### config.mk
export PLATFORM = sky130hd
export DESIGN_NAME = recorded_op_sequence_accumulator_top_flat
export DESIGN_NICKNAME = d
export VERILOG_FILES = /design/src/hdl/rosa_pkg.sv /design/src/hdl/rosa_if.sv /design/src/hdl/recorded_op_sequence_accumulator_top.sv /design/src/hdl/rosa_ram.sv /design/src/hdl/rosa_div.sv /design/src/flat_wrapper.sv
export SDC_FILE = /design/constraint.sdc
export NUM_CORES = 2
export LEC_CHECK = 0
export BUFFER_PORTS_ARGS = -buffer_cell sky130_fd_sc_hd__buf_2
export CORE_MARGIN = 1
export CORE_UTILIZATION = 25
export DETAILED_ROUTE_END_ITERATION = 7
export PLACE_DENSITY = 0.46
export SLEW_MARGIN = 10
export SYNTH_ARGS = -nofsm -noshare
export SYNTH_HDL_FRONTEND = slang
export SYNTH_HIERARCHICAL = 1
export SYNTH_SLANG_ARGS = --single-unit
### constraint.sdc
create_clock -name clk -period 8.8 [get_ports clk]
set_clock_uncertainty 0.15 [all_clocks]
set_input_delay 0.44 -clock clk [delete_from_list [all_inputs] [get_ports clk]]
set_output_delay 0.44 -clock clk [all_outputs]
set_load 0.02 [all_outputs]
### src/hdl/rosa_pkg.sv
// ---------------------------------------------------------------------------
// rosa_pkg
// Types and codes of the recorded operation sequence accumulator.
// ---------------------------------------------------------------------------
package rosa_pkg;

  localparam int DATA_W   = 32;
  localparam int KIND_W   = 2;
  localparam int STATUS_W = 2;
  localparam int DIV_STEPS = 32;

  // Request operations
  localparam logic OP_APPEND = 1'b0;
  localparam logic OP_RUN    = 1'b1;

  // Step kinds
  localparam logic [KIND_W-1:0] KIND_ADD = 2'd0;
  localparam logic [KIND_W-1:0] KIND_SUB = 2'd1;
  localparam logic [KIND_W-1:0] KIND_MUL = 2'd2;
  localparam logic [KIND_W-1:0] KIND_DIV = 2'd3;

  // Result status codes
  localparam logic [STATUS_W-1:0] STATUS_OK      = 2'd0;
  localparam logic [STATUS_W-1:0] STATUS_FULL    = 2'd1;
  localparam logic [STATUS_W-1:0] STATUS_DIVZERO = 2'd2;

  // One recorded step as kept in the store
  typedef struct packed {
    logic [KIND_W-1:0] kind;
    logic [DATA_W-1:0] operand;
  } step_t;

  localparam int STEP_W = $bits(step_t);

  // Divider status toward the sequencer
  typedef struct packed {
    logic busy;
    logic done;
  } div_status_t;

endpackage

### src/hdl/rosa_if.sv
// ---------------------------------------------------------------------------
// rosa_if
// Request and result channels with valid/ready handshake.
// ---------------------------------------------------------------------------
interface rosa_in_if;
  logic               valid;
  logic               ready;
  logic               operation;
  logic [1:0]         op_kind;
  logic signed [31:0] operand;

  modport source (output valid, operation, op_kind, operand, input ready);
  modport sink   (input valid, operation, op_kind, operand, output ready);
endinterface

interface rosa_out_if;
  logic               valid;
  logic               ready;
  logic signed [31:0] value;
  logic [1:0]         status;

  modport source (output valid, value, status, input ready);
  modport sink   (input valid, value, status, output ready);
endinterface

### src/hdl/recorded_op_sequence_accumulator_top.sv
// ---------------------------------------------------------------------------
// recorded_op_sequence_accumulator_top
// Step program store and sequenced accumulator.
// ---------------------------------------------------------------------------
// An append request stores one step (kind and operand) at the end of the
// program in a RAM; when the store is full the step is dropped and the
// result carries status FULL. A run request walks the stored steps in order,
// reading each one from the RAM and applying it to the accumulator, and
// answers with the final accumulator. Divide steps go through a radix-2
// iterative divider. A divide by zero is skipped and reported with status
// DIVZERO. Writing cfg_wdata loads the accumulator; write it only while no
// request is in flight. A new request is taken while the previous result
// still waits in the output register.
// ---------------------------------------------------------------------------
module recorded_op_sequence_accumulator_top
  import rosa_pkg::*;
#(
  parameter int STORE_DEPTH = 64
) (
  input  logic               clk,
  input  logic               rst,
  rosa_in_if.sink            in_req,
  rosa_out_if.source         out_rsp,
  input  logic               cfg_we,
  input  logic signed [31:0] cfg_wdata
);

  localparam int CNT_W  = $clog2(STORE_DEPTH + 1);
  localparam int ADDR_W = (STORE_DEPTH > 1) ? $clog2(STORE_DEPTH) : 1;

  // Sequencer states
  localparam logic [2:0] S_IDLE = 3'd0;
  localparam logic [2:0] S_READ = 3'd1;
  localparam logic [2:0] S_EXEC = 3'd2;
  localparam logic [2:0] S_DIV  = 3'd3;
  localparam logic [2:0] S_DONE = 3'd4;

  logic [2:0]          state;
  logic [CNT_W-1:0]    count;
  logic [CNT_W-1:0]    idx;
  logic [CNT_W-1:0]    idx_next;
  logic [DATA_W-1:0]   acc;
  logic [STATUS_W-1:0] res_status;
  logic                out_valid;
  logic [DATA_W-1:0]   out_value;
  logic [STATUS_W-1:0] out_status;

  logic                accept;
  logic                full;
  logic                ram_we;
  step_t               ram_wdata;
  step_t               ram_rdata;
  logic                div_start;
  div_status_t         div_stat;
  logic [DATA_W-1:0]   div_quot;
  logic                out_free;

  assign in_req.ready = (state == S_IDLE);
  assign accept       = in_req.valid && in_req.ready;
  assign full         = (count == CNT_W'(STORE_DEPTH));
  assign idx_next     = idx + 1'b1;
  assign out_free     = !out_valid || out_rsp.ready;

  // Append writes go straight into the store at the fill count
  assign ram_we            = accept && (in_req.operation == OP_APPEND) && !full;
  assign ram_wdata.kind    = in_req.op_kind;
  assign ram_wdata.operand = in_req.operand;

  rosa_ram #(
    .WIDTH (STEP_W),
    .DEPTH (STORE_DEPTH)
  ) u_store (
    .clk   (clk),
    .we    (ram_we),
    .waddr (count[ADDR_W-1:0]),
    .wdata (ram_wdata),
    .raddr (idx[ADDR_W-1:0]),
    .rdata (ram_rdata)
  );

  // Start a divide only for a nonzero divisor
  assign div_start = (state == S_EXEC) && (ram_rdata.kind == KIND_DIV)
                     && (ram_rdata.operand != '0);

  rosa_div u_div (
    .clk      (clk),
    .rst      (rst),
    .start    (div_start),
    .dividend (acc),
    .divisor  (ram_rdata.operand),
    .stat     (div_stat),
    .quotient (div_quot)
  );

  // Sequencer, fill count and accumulator
  always_ff @(posedge clk) begin
    if (rst) begin
      state      <= S_IDLE;
      count      <= '0;
      idx        <= '0;
      acc        <= '0;
      res_status <= STATUS_OK;
    end else begin
      unique case (state)
        S_IDLE: begin
          if (cfg_we) begin
            acc <= cfg_wdata;
          end
          if (accept) begin
            idx <= '0;
            if (in_req.operation == OP_APPEND) begin
              res_status <= full ? STATUS_FULL : STATUS_OK;
              if (!full) begin
                count <= count + 1'b1;
              end
              state <= S_DONE;
            end else begin
              res_status <= STATUS_OK;
              state      <= (count == '0) ? S_DONE : S_READ;
            end
          end
        end
        S_READ: begin
          state <= S_EXEC;
        end
        S_EXEC: begin
          // Apply one step; divides wait for the divider
          if (div_start) begin
            state <= S_DIV;
          end else begin
            state <= (idx_next == count) ? S_DONE : S_READ;
            idx   <= idx_next;
          end
          unique case (ram_rdata.kind)
            KIND_ADD: acc <= acc + ram_rdata.operand;
            KIND_SUB: acc <= acc - ram_rdata.operand;
            KIND_MUL: acc <= acc * ram_rdata.operand;
            KIND_DIV: begin
              if (ram_rdata.operand == '0) begin
                res_status <= STATUS_DIVZERO;
              end
            end
          endcase
        end
        S_DIV: begin
          if (div_stat.done) begin
            acc   <= div_quot;
            idx   <= idx_next;
            state <= (idx_next == count) ? S_DONE : S_READ;
          end
        end
        S_DONE: begin
          if (out_free) begin
            state <= S_IDLE;
          end
        end
        default: begin
          state <= S_IDLE;
        end
      endcase
    end
  end

  // Output register: hold until taken
  always_ff @(posedge clk) begin
    if (rst) begin
      out_valid <= 1'b0;
    end else if (state == S_DONE && out_free) begin
      out_valid <= 1'b1;
    end else if (out_rsp.ready) begin
      out_valid <= 1'b0;
    end
  end

  always_ff @(posedge clk) begin
    if (state == S_DONE && out_free) begin
      out_value  <= acc;
      out_status <= res_status;
    end
  end

  assign out_rsp.valid  = out_valid;
  assign out_rsp.value  = out_value;
  assign out_rsp.status = out_status;

endmodule

### src/hdl/rosa_ram.sv
// ---------------------------------------------------------------------------
// rosa_ram
// Generic single-port-write, single-port-read RAM with registered read.
// ---------------------------------------------------------------------------
module rosa_ram #(
  parameter int WIDTH = 34,
  parameter int DEPTH = 64
) (
  input  logic                                       clk,
  input  logic                                       we,
  input  logic [((DEPTH > 1) ? $clog2(DEPTH) : 1)-1:0] waddr,
  input  logic [WIDTH-1:0]                           wdata,
  input  logic [((DEPTH > 1) ? $clog2(DEPTH) : 1)-1:0] raddr,
  output logic [WIDTH-1:0]                           rdata
);

  logic [WIDTH-1:0] mem [DEPTH];

  // Write and registered read
  always_ff @(posedge clk) begin
    if (we) begin
      mem[waddr] <= wdata;
    end
    rdata <= mem[raddr];
  end

endmodule

### src/hdl/rosa_div.sv
// ---------------------------------------------------------------------------
// rosa_div
// Signed 32-bit divider, truncating toward zero, one quotient bit a cycle.
// ---------------------------------------------------------------------------
module rosa_div
  import rosa_pkg::*;
(
  input  logic              clk,
  input  logic              rst,
  input  logic              start,
  input  logic [DATA_W-1:0] dividend,
  input  logic [DATA_W-1:0] divisor,
  output div_status_t       stat,
  output logic [DATA_W-1:0] quotient
);

  localparam int CNT_W = $clog2(DIV_STEPS);

  logic              busy;
  logic              done;
  logic [CNT_W-1:0]  cnt;
  logic [DATA_W-1:0] rem;
  logic [DATA_W-1:0] quo;
  logic [DATA_W-1:0] dvs;
  logic              neg;

  logic              neg_a;
  logic              neg_b;
  logic [DATA_W:0]   trial;
  logic [DATA_W+1:0] diff;

  assign neg_a = dividend[DATA_W-1];
  assign neg_b = divisor[DATA_W-1];

  // Shift in the next dividend bit and try the subtraction
  assign trial = {rem, quo[DATA_W-1]};
  assign diff  = {1'b0, trial} - {2'b00, dvs};

  // Control
  always_ff @(posedge clk) begin
    if (rst) begin
      busy <= 1'b0;
      done <= 1'b0;
      cnt  <= '0;
    end else begin
      if (start) begin
        busy <= 1'b1;
        done <= 1'b0;
        cnt  <= '0;
      end else if (busy) begin
        cnt  <= cnt + 1'b1;
        busy <= (cnt != CNT_W'(DIV_STEPS - 1));
        done <= (cnt == CNT_W'(DIV_STEPS - 1));
      end else begin
        done <= 1'b0;
      end
    end
  end

  // Datapath: load magnitudes, then one restoring step a cycle
  always_ff @(posedge clk) begin
    if (start) begin
      rem <= '0;
      quo <= neg_a ? (DATA_W'(0) - dividend) : dividend;
      dvs <= neg_b ? (DATA_W'(0) - divisor) : divisor;
      neg <= neg_a ^ neg_b;
    end else if (busy) begin
      if (!diff[DATA_W+1]) begin
        rem <= diff[DATA_W-1:0];
        quo <= {quo[DATA_W-2:0], 1'b1};
      end else begin
        rem <= trial[DATA_W-1:0];
        quo <= {quo[DATA_W-2:0], 1'b0};
      end
    end
  end

  // Restore the sign of the quotient
  assign quotient  = neg ? (DATA_W'(0) - quo) : quo;
  assign stat.busy = busy;
  assign stat.done = done;

endmodule

### src/flat_wrapper.sv
// flat-port wrapper written by rule: the top's interface ports become plain ports
module recorded_op_sequence_accumulator_top_flat import rosa_pkg::*;
#(
  parameter int STORE_DEPTH = 64
)
  (clk, rst, cfg_we, cfg_wdata, in_req_valid, in_req_operation, in_req_op_kind, in_req_operand, in_req_ready, out_rsp_valid, out_rsp_value, out_rsp_status, out_rsp_ready);
  rosa_in_if in_req_i ();
  rosa_out_if out_rsp_i ();
  input  logic clk;
  input  logic rst;
  input  logic cfg_we;
  input  logic signed [31:0] cfg_wdata;
  input wire logic [$bits(in_req_i.valid)-1:0] in_req_valid;
  input wire logic [$bits(in_req_i.operation)-1:0] in_req_operation;
  input wire logic [$bits(in_req_i.op_kind)-1:0] in_req_op_kind;
  input wire logic [$bits(in_req_i.operand)-1:0] in_req_operand;
  output wire logic [$bits(in_req_i.ready)-1:0] in_req_ready;
  output wire logic [$bits(out_rsp_i.valid)-1:0] out_rsp_valid;
  output wire logic [$bits(out_rsp_i.value)-1:0] out_rsp_value;
  output wire logic [$bits(out_rsp_i.status)-1:0] out_rsp_status;
  input wire logic [$bits(out_rsp_i.ready)-1:0] out_rsp_ready;
  assign in_req_i.valid = in_req_valid;
  assign in_req_i.operation = in_req_operation;
  assign in_req_i.op_kind = in_req_op_kind;
  assign in_req_i.operand = in_req_operand;
  assign in_req_ready = in_req_i.ready;
  assign out_rsp_valid = out_rsp_i.valid;
  assign out_rsp_value = out_rsp_i.value;
  assign out_rsp_status = out_rsp_i.status;
  assign out_rsp_i.ready = out_rsp_ready;
  recorded_op_sequence_accumulator_top #(.STORE_DEPTH(STORE_DEPTH)) u_core (.clk(clk), .rst(rst), .in_req(in_req_i), .out_rsp(out_rsp_i), .cfg_we(cfg_we), .cfg_wdata(cfg_wdata));
endmodule
==> reports/results.txt <==
initial antenna violation count: 39
largest net degree at the start of global routing: 109
Tmin final: 8.40 ns
Synth Warn #: 6
fraction of layout cells with a size suffix above 1: 18.5%
setup ws final: 0.400 ns
H-tree depth reported by CTS: 5
Mapped Cells: 7167
Die Ht: 676 um
setup_tns: 0 ns
final wirelength: 364000 um
Die Area: 457000 um2
Avg Synthesized Cell Area: 15.8 um2
fmax: 119 MHz
Final Max Tran Viols: 0
Final period util: 95.5%
slew margin rel.: 18.4%
Tightest Hold Check Type: primary input to register
total power: 33.8 mW
final hold vios: 0
WS Path Type: register to register
hold path cells: 2
WP data arrival: 8.92 ns
vias in the first global route: 68100
drt initial violations: 6576
grt met2 use: 25.5%
remaining global-route overflow: 0
R2R depth: 24
drt wl/cell: 26.6 um
gr busiest metal: met2
worst-skew pair later-pin latency: 0.95 ns
all-layer global routing usage: 15.6%
GR Util met3: 2.60%
max-cap violations: 0
DRC viols: 0
Post-Syn Area: 113000 um2
leakage: 42.9 nW
Vias/cell: 4.80
hold_sp: in_req_operand[8]
CTS tree: yes
Largest delay share family, worst path: adder cells
CP Max Fanout: 17
IO buf count: 107
Worst setup SP type: register
placed wire-length estimate: 227000 um
Worst VDD drop: 361 uV
crit-path cells: nand2_1 -> fa_1 -> inv_1 -> fa_1 -> fa_1 -> inv_1 -> fa_1 -> inv_1 -> ha_1 -> ha_1 -> fa_1 -> inv_1 -> fa_1 -> inv_1 -> ha_1 -> nand3_1 -> o221ai_1 -> a2111oi_0 -> a31oi_1 -> a31oi_1 -> xor2_1 -> a22oi_1 -> a221oi_1 -> nor3_1
Die X: 676 um
Cell Rows: 247
CP Capture Type: register
Placement Setup Slack: 0.360 ns
Final Non-Filler Cells: 13600
Core ar.: 452000 um2
Inst Count DP: 13100
clock buffer count from CTS: 269
Syn Nets: 7845
drt pass-1 iters: 6
critical path's largest stage delay: 0.88 ns
unrepaired setup endpoints after global routing: no
Hold EP: u_core/u_store/mem[20][8]
first-pass GRT wire length: 514000 um
DR vias: 65500
Final ANT Viol Nets: 0
Crit path top cell by count: fa_1
Reg clk slew, reported paths: 0.06 ns
Root Driver: clkbuf_16
worst reg2reg startpoint: u_core/acc[3]
clk sinks: 2400
worst slew pin tran: 1.22 ns
Post-CTS Setup Repair Bufs: 0
Boundary Pins: 108
Worst R2R Setup Slack: 0.40 ns
GPL Wtd Cong: 0.856
capturing point of the worst reg2reg path: u_core/acc[24]
CP max stage cell: dfxtp_1
crit path buf inv count: 5
Power Density: 258 nW/um2
area grow syn2layout: 15.6%
met1 Use GR: 21.6%
Setup Viol. Count Final: 0
Crit path required time: 9.32 ns
initial core utilization: 25.1%
status: finished clean
fin nets: 8136
Max Buffers Root-to-Sink: 4
[final cells by class]
cell class                 count  area [um2]
fill                       45000      321000
sequential                  2400       70800
multi-input combinational   3864       39500
tap                         5976        7480
clock buffer                 337        7090
timing repair buffer         417        3060
inverter                     506        1900
clock inverter               138        1350
antenna                        6        15.0
[per-stage QoR]
stage	util (%)	hold WS, ns	instance area (um2)
after floorplan	-	0.258	113000
final	29.0	0.0802	131000
after global routing	29.0	0.0561	131000
after CTS	29.0	0.00148	131000
after global placement	27.1	0.266	122000
after detailed placement	27.1	0.284	122000
[layout by cell type (no fill, tap or decap), types with 28 or more instances in the layout]
cell type and count:
edfxtp_1 2275, inv_1 504, mux4_2 472, nand2_1 457, fa_1 410, and2_1 310
clkbuf_16 272, buf_4 271, nor2_1 220, ha_1 196, xnor2_1 169, a21oi_1 160
mux2i_1 160, o21ai_0 117, nand3_1 114, dfxtp_1 108, buf_2 106, xor2_1 91
o22ai_1 88, nor2_4 65, clkbuf_1 61, a22oi_1 60, nand4_1 58, mux2_2 57
clkinv_1 51, a211oi_1 51, o221ai_1 42, nor3_1 41, clkinv_2 37, nor2b_1 35
nand2b_1 32, dlygate4sd3_1 31, o31ai_1 31, and3_1 30, o211ai_1 30, a311oi_1 29
a21o_1 28
[worst register-to-register path, stage by stage, from the launching register on]
cell	delay, ns
dfxtp_1	0.88
nand2_1	0.20
fa_1	0.44
inv_1	0.10
fa_1	0.42
fa_1	0.53
inv_1	0.07
fa_1	0.52
inv_1	0.04
ha_1	0.29
ha_1	0.33
fa_1	0.54
inv_1	0.06
fa_1	0.54
inv_1	0.05
ha_1	0.36
nand3_1	0.16
o221ai_1	0.22
a2111oi_0	0.53
a31oi_1	0.36
a31oi_1	0.33
xor2_1	0.42
a22oi_1	0.20
a221oi_1	0.32
nor3_1	0.09
[sequential cells by signal, summed over array words and instances, names as in the netlist]
signal	count
u_core/acc	32
u_core/count	7
u_core/idx	7
u_core/out_rsp.status	2
u_core/out_rsp.valid	1
u_core/out_rsp.value	32
u_core/res_status	2
u_core/state	3
u_core/u_div/busy	1
u_core/u_div/cnt	5
u_core/u_div/done	1
u_core/u_div/dvs	32
u_core/u_div/neg	1
u_core/u_div/quo	32
u_core/u_div/rem	32
u_core/u_store/mem	2176
u_core/u_store/rdata	34
[worst max-delay path by stage]
stage                                        from        endpoint  slack [ns]  depth (start not counted)
after floorplan           u_core/u_store/rdata[5]  u_core/acc[31]        1.02                         26
after global placement    u_core/u_store/rdata[6]  u_core/acc[31]        0.44                         24
after detailed placement  u_core/u_store/rdata[9]  u_core/acc[31]        0.36                         23
after CTS                 u_core/u_store/rdata[9]  u_core/acc[31]        0.22                         23
after global routing               u_core/acc[15]  u_core/acc[24]        0.02                         26
final                               u_core/acc[3]  u_core/acc[24]        0.40                         24
[per-layer routing]
layer  vias to the layer above  wire length, um
met2                      2218           170000
met1                     35200           160000
met5                         -               96
li1                      27700                -
met3                       445            24600
met4                        14             8690
[what timing repair did]
item                                   in CTS  in global routing
hold buffers                               30                  1
setup endpoints to repair                   0                  4
endpoints found under the hold margin      90                 14
gates resized for setup                     0                 11
[power by group]
group | total, mW | switching [mW] | internal [mW]
clock network | 11.0 | 4.78 | 6.21
registers | 12.7 | 0.134 | 12.6
logic | 10.1 | 6.20 | 3.90
Power figures use the tool's default switching activity.
